[src/rtl/core/mdc_pkg.sv]
// shared types, constants and the quarter-wave sine table of the chorus unit
// depends on nothing; mdc_cfg, mdc_lfo and the top level import it
`default_nettype none

package mdc_pkg;

  // sizes
  localparam int DELAY_DEPTH  = 4096;
  localparam int ADDR_BITS    = $clog2(DELAY_DEPTH);
  localparam int SINE_ENTRIES = 1024;
  localparam int SINE_BITS    = $clog2(SINE_ENTRIES);
  localparam int QUARTER      = SINE_ENTRIES / 4;
  localparam int SAMPLE_BITS  = 24;
  localparam int FRAC_BITS    = 16;
  localparam int COEF_BITS    = FRAC_BITS + 1;
  localparam int SINE_W       = 16;
  localparam int DELAY_W      = 28;
  localparam int SWING_W      = SINE_W + DELAY_W + 1 - 15;
  localparam int DLY_SUM_W    = SWING_W + 1;
  localparam int RP_W         = ADDR_BITS + FRAC_BITS;
  localparam int EXT_W        = (RP_W > DLY_SUM_W) ? RP_W : DLY_SUM_W;
  localparam int PROD_W       = SAMPLE_BITS + COEF_BITS + 1;
  localparam int ACC_W        = PROD_W + 1;

  // configuration port
  localparam int CFG_IDX_W  = 8;
  localparam int CFG_DATA_W = 32;

  localparam logic [CFG_IDX_W-1:0] REG_ENABLED      = CFG_IDX_W'(0);
  localparam logic [CFG_IDX_W-1:0] REG_PHASE_STEP   = CFG_IDX_W'(1);
  localparam logic [CFG_IDX_W-1:0] REG_CENTER_DELAY = CFG_IDX_W'(2);
  localparam logic [CFG_IDX_W-1:0] REG_DEPTH_SPAN   = CFG_IDX_W'(3);
  localparam logic [CFG_IDX_W-1:0] REG_MIX          = CFG_IDX_W'(4);

  localparam logic [31:0]          RST_PHASE_STEP   = 32'd89478;
  localparam logic [DELAY_W-1:0]   RST_CENTER_DELAY = DELAY_W'(22020096);
  localparam logic [DELAY_W-1:0]   RST_DEPTH_SPAN   = DELAY_W'(7864320);
  localparam logic [COEF_BITS-1:0] RST_MIX          = COEF_BITS'(32768);

  // unity in Q1.16
  localparam logic [COEF_BITS-1:0] COEF_ONE = {1'b1, {FRAC_BITS{1'b0}}};

  typedef struct packed {
    logic                 enabled;
    logic [31:0]          phase_step;
    logic [DELAY_W-1:0]   center_delay;
    logic [DELAY_W-1:0]   depth_span;
    logic [COEF_BITS-1:0] mix;
  } mdc_cfg_t;

  typedef enum logic [3:0] {
    ST_IDLE,
    ST_SWING,
    ST_ADDR,
    ST_READ,
    ST_WEIGHT0,
    ST_WEIGHT1,
    ST_MIX0,
    ST_MIX1,
    ST_DONE
  } mdc_state_t;

  // pi/2 in Q61
  localparam logic [63:0] HALF_PI_Q61 = 64'h3243F6A8885A308D;
  // pi/2 in Q61 split by the table size
  localparam logic [63:0] HP_QUOT     = HALF_PI_Q61 / SINE_ENTRIES;
  localparam logic [63:0] HP_REM      = HALF_PI_Q61 % SINE_ENTRIES;

  function automatic logic [63:0] mul_q61(input logic [63:0] a, input logic [63:0] b);
    logic [127:0] p;
    p = {64'd0, a} * {64'd0, b};
    return p[124:61];
  endfunction

  // unsigned shift-subtract quotient, only used while the table is built
  function automatic logic [63:0] udiv64(input logic [63:0] n, input logic [63:0] d);
    logic [64:0] r;
    logic [63:0] q;
    r = '0;
    q = '0;
    for (int i = 63; i >= 0; i--) begin
      r = {r[63:0], n[i]};
      if (r >= {1'b0, d}) begin
        r    = r - {1'b0, d};
        q[i] = 1'b1;
      end
    end
    return q;
  endfunction

  // round(32767 * sin(pi/2 * t / SINE_ENTRIES)), taylor series in Q61
  function automatic logic [SINE_W-1:0] quarter_sine(input logic [63:0] t);
    logic [63:0]  x;
    logic [63:0]  x2;
    logic [63:0]  term;
    logic [63:0]  sum;
    logic [63:0]  dv;
    logic [127:0] r;
    x    = HP_QUOT * t + ((HP_REM * t) >> SINE_BITS);
    x2   = mul_q61(x, x);
    term = x;
    sum  = x;
    for (int k = 1; k < 40; k++) begin
      if (term != 64'd0) begin
        dv   = 64'(4 * k * k + 2 * k);
        term = udiv64(mul_q61(term, x2), dv);
        if (k[0]) begin
          sum = sum - term;
        end else begin
          sum = sum + term;
        end
      end
    end
    r = ({64'd0, sum} * 128'd32767 + (128'd1 << 60)) >> 61;
    return r[SINE_W-1:0];
  endfunction

  typedef logic [SINE_W-1:0] qsine_tab_t [0:QUARTER];

  function automatic qsine_tab_t build_qsine();
    qsine_tab_t tab;
    for (int j = 0; j <= QUARTER; j++) begin
      tab[j] = quarter_sine(64'(4 * j));
    end
    return tab;
  endfunction

  localparam qsine_tab_t QSINE = build_qsine();

  localparam logic [SINE_BITS-2:0] QUARTER_K = (SINE_BITS-1)'(QUARTER);

  // full-wave lookup folded onto the quarter table
  function automatic logic signed [SINE_W-1:0] sine_at(input logic [SINE_BITS-1:0] k);
    logic [SINE_BITS-2:0] kq;
    logic [SINE_BITS-2:0] j;
    logic [SINE_W-1:0]    v;
    kq = k[SINE_BITS-2:0];
    j  = (kq > QUARTER_K) ? ((SINE_BITS-1)'(0) - kq) : kq;
    v  = QSINE[j];
    return k[SINE_BITS-1] ? -$signed(v) : $signed(v);
  endfunction

endpackage

`default_nettype wire

[src/rtl/core/mdc_cfg.sv]
// configuration register file of the chorus unit
// depends on mdc_pkg
`default_nettype none

module mdc_cfg (
  input  wire logic                          clk,
  input  wire logic                          rst,
  input  wire logic                          cfg_valid,
  output logic                               cfg_ready,
  input  wire logic [mdc_pkg::CFG_IDX_W-1:0]  cfg_index,
  input  wire logic [mdc_pkg::CFG_DATA_W-1:0] cfg_data,
  output mdc_pkg::mdc_cfg_t                  cfg
);
  import mdc_pkg::*;

  assign cfg_ready = 1'b1;

  always_ff @(posedge clk) begin
    if (rst) begin
      cfg.enabled      <= 1'b0;
      cfg.phase_step   <= RST_PHASE_STEP;
      cfg.center_delay <= RST_CENTER_DELAY;
      cfg.depth_span   <= RST_DEPTH_SPAN;
      cfg.mix          <= RST_MIX;
    end else if (cfg_valid && cfg_ready) begin
      case (cfg_index)
        REG_ENABLED:      cfg.enabled      <= cfg_data[0];
        REG_PHASE_STEP:   cfg.phase_step   <= cfg_data[31:0];
        REG_CENTER_DELAY: cfg.center_delay <= cfg_data[DELAY_W-1:0];
        REG_DEPTH_SPAN:   cfg.depth_span   <= cfg_data[DELAY_W-1:0];
        REG_MIX:          cfg.mix          <= cfg_data[COEF_BITS-1:0];
        default: ;
      endcase
    end
  end

endmodule

`default_nettype wire

[config.mk]
export PLATFORM = sky130hd
export DESIGN_NAME = mdc_cfg
export DESIGN_NICKNAME = d
export VERILOG_FILES = /design/src/rtl/core/mdc_pkg.sv /design/src/rtl/core/mdc_cfg.sv
export SDC_FILE = /design/constraint.sdc
export NUM_CORES = 1
export LEC_CHECK = 0
export BUFFER_PORTS_ARGS = -buffer_cell sky130_fd_sc_hd__buf_4
export CORE_ASPECT_RATIO = 1.1
export CORE_MARGIN = 2
export CORE_UTILIZATION = 56
export CTS_BUF_LIST = sky130_fd_sc_hd__clkbuf_4 sky130_fd_sc_hd__clkbuf_8
export DETAILED_ROUTE_END_ITERATION = 12
export GPL_TIMING_DRIVEN = 0
export PLACE_DENSITY = 0.84
export SYNTH_ARGS = -nofsm -noshare
export SYNTH_HDL_FRONTEND = slang
export SYNTH_SLANG_ARGS = --single-unit
[constraint.sdc]
create_clock -name clk -period 2.3 [get_ports clk]
set_clock_uncertainty 0.2 [all_clocks]
set_input_delay 0.115 -clock clk [delete_from_list [all_inputs] [get_ports clk]]
set_output_delay 0.115 -clock clk [all_outputs]
set_load 0.02 [all_outputs]
==> impl_metrics.csv <==
group,metric,value,unit
final_layout,antenna_cells,0,
timing,finalSetupViolations,0,
worst_hold_path,min-delay-path-class,"in -> reg",
critical_path,reg2reg_to,"cfg[70]$_SDFFE_PP0P_",
place,io_buffers,147,
critical_path,critPathTopFamily,"buffers and inverters",
global_route,grt_pass1_wl,18.10,mm
flow_run,max-cap-violations,0,
global_route,grt_overflow_total,0,
routing,drt-pass1-iter-count,4,
critical_path,worst-path-buf-inv,4,
global_route,grt_max_degree,17,
critical_path,arrival,2.15,ns
synthesis,yosysWarnings,0,
floorplan,row_count,33,
synthesis,ys_seq_area_share,49.25,%
floorplan,die_h,96,µm
routing,drt-wirelength-per-cell,16.37,µm
final_layout,fillCellCount,474,
synthesis,syn_area_per_cell,10.61,µm²
synthesis,syn-instance-count,406,
clock_network,htreeDepth,3,
power_and_ir_drop,p_per_area,527.3,nW/µm²
clock_network,cts.path.max_buffers,2,
critical_path,max_stage_delay,0.54,ns
worst_hold_path,min_delay_path_depth,4,
final_layout,syn2layout_area_growth,42.89,%
timing,hold_slack,0.1070,ns
final_layout,top_regs,"cfg: 106 flops",
final_layout,layout_common_cells,"150 x buf_4, 121 x nand2b_1, 106 x mux2i_1, 106 x dfxtp_1, 40 x dlygate4sd3_1",
critical_path,start_kind,"primary input",
place,dpl.hpwl,8.149,mm
clock_network,cts-buffers-inserted,9,
timing,hold_violations,0,
place,finalWeightedCongestion,0.7930,
synthesis,syn_nets,449,
final_layout,largest-register,"cfg",
routing,vias_per_cell,5.018,
routing,drc,0,
routing,drt-total-wl,11.70,mm
floorplan,die_area,8413,µm²
timing,rsz0062_at_grt,"false",
final_layout,largest_reg_flops,106,
synthesis,synth_cell_types,19,
worst_hold_path,worstHoldEndpoint,"cfg[105]$_SDFFE_PP0P_",
final_layout,nets,649,
critical_path,r2r-start,"cfg[70]$_SDFFE_PP0P_",
timing,fin_crit,2.070,ns
critical_path,crit_type,"in -> reg",
timing,min_period_over_period,90.00,%
critical_path,reg2reg_depth,2,
global_route,grt_pass1_vias,3668,
outcome,status,"finished clean",
global_route,antenna_found_initial,0,
clock_network,path_clk_slew,0.10,ns
synthesis,syn-cell-area,4309,µm²
final_layout,final_common_cell,"buf_4",
routing,vias,3588,
global_route,grt_util_all_layers,27.99,%
synthesis,ys_ff_latch,106,
clock_network,cts_sinks,106,
final_layout,drive_gt1_share,29.84,%
floorplan,top_level_ports,150,
timing,fmax,0.4831,GHz
power_and_ir_drop,ir_drop,0.4231,mV
critical_path,crit_path_max_fanout,10,
timing,worst_pin_slew,0.5376,ns
timing,max-slew-margin-rel,64.16,%
routing,first_iter_violations,99,
critical_path,rrSetupSlack,1.40,ns
routing,ant_nets,0,
worst_hold_path,min_from,"cfg_valid",
place,place_ws,0.3354,ns
critical_path,crit_path_cell_trace,"dlygate4sd3_1 -> buf_4 -> or4_4 -> nor3_2 -> buf_6 -> buf_8 -> mux2i_1",
critical_path,end_kind,"flop",
timing,setup_ws,0.2300,ns
floorplan,die_w,87.64,µm
clock_network,clock_latency,0.36,ns
critical_path,crit_slowest_cell,"dlygate4sd3_1",
final_layout,post-route-util,82.39,%
floorplan,start_util,57.66,%
power_and_ir_drop,leakage,3.034,nW
critical_path,worst-endpoint-required,2.38,ns
clock_network,cts-root-buf,"clkbuf_8",
floorplan,fp.coreArea,7473,µm²
clock_network,cts_tree,"done",
timing,tns,0,ns
timing,slew_viol_final,0,
-- layout make-up --
cell class                      instances  area (µm²)  share of cell area, %
Timing Repair Buffer                  189        1519                  24.67
Sequential cell                       106        2122                  34.46
Buffer                                 29       155.1                  2.520
Multi-Input combinational cell        271        2032                  33.00
Clock inverter                          4       52.55                 0.8535
Clock buffer                           11       145.1                  2.357
Tap cell                              105       131.4                  2.134
-- synth_stat cells, drive strengths merged --
master    n  area (µm²)
nand2     1       3.750
nor3      1       10.01
nand2b  121       757.0
nor4      1       6.260
or3b      1       8.760
nand3     1       5.000
buf      14       98.85
nor2     32       120.1
conb      1       3.750
mux2i   106        1061
or4       2       22.52
nor4b     1       8.760
nand4b    2       17.52
clkbuf   15       56.30
nor3b     1       7.510
dfxtp   106        2122
-- where the power goes --
part,internal [W],switching (W),total [W],leakage [nW]
combinational,0.000148,0.000115,0.000263,2.08
sequential,0.00184,0.00000134,0.00184,0.854
clock,0.000542,0.000604,0.00115,0.103
-- per-layer routing --
| layer | GRT usage (%) | routed length, µm | up-vias |
|---|---|---|---|
| met5 | 0 | 0 | - |
| met4 | 10.26 | 222 | 0 |
| met2 | 50.44 | 6101 | 121 |
| met3 | 5.918 | 657 | 19 |
| met1 | 32.47 | 4722 | 1706 |
| li1 | - | - | 1742 |
-- per-stage QoR --
stage                     cells  cell area [µm²]  power (W)
after floorplan             406             4309   0.001983
after global placement      658             5544   0.002079
after detailed placement    658             5544   0.002083
after CTS                   713             6142   0.003254
after global routing        715             6157   0.003342
final                       715             6157   0.003247
-- logic make-up (layout without fill, tap and decap cells) --
logic type / count (synthesis) / after routing / share of synthesized area (%)
other: 1 / 1 / 0.08702
AND/OR/NAND/NOR: 164 / 164 / 22.45
buffers and inverters: 29 / 233 / 3.600
multiplexers: 106 / 106 / 24.62
flip-flops: 106 / 106 / 49.25
-- worst min-delay path: cells and delay by family --
family        cells  cell delay [ns]
simple gates      2             0.33
buf+inv           1             0.12
mux               1             0.06
-- how the worst max path moves through the flow --
stage	start	end	slack (ns)	cells past startpoint
2_1_floorplan	cfg_index[5]	cfg[26]$_SDFFE_PP0P_	0.70	5
3_3_place_gp	cfg_index[5]	cfg[90]$_SDFFE_PP0P_	0.37	5
3_5_place_dp	cfg_index[5]	cfg[77]$_SDFFE_PP0P_	0.34	5
4_1_cts	cfg_index[5]	cfg[75]$_SDFFE_PP1P_	0.15	6
5_1_grt	cfg_index[5]	cfg[70]$_SDFFE_PP0P_	0.08	7
6_report	cfg_index[5]	cfg[34]$_SDFFE_PP0P_	0.23	7
-- what timing repair did --
action / in CTS / in global routing
hold endpoints to repair: 106 / 0
setup buffers: 0 / 2
endpoints found under the setup margin: 0 / 24
resized for setup: 0 / 0
hold buffers: 40 / 0
Power figures use the tool's default switching activity.
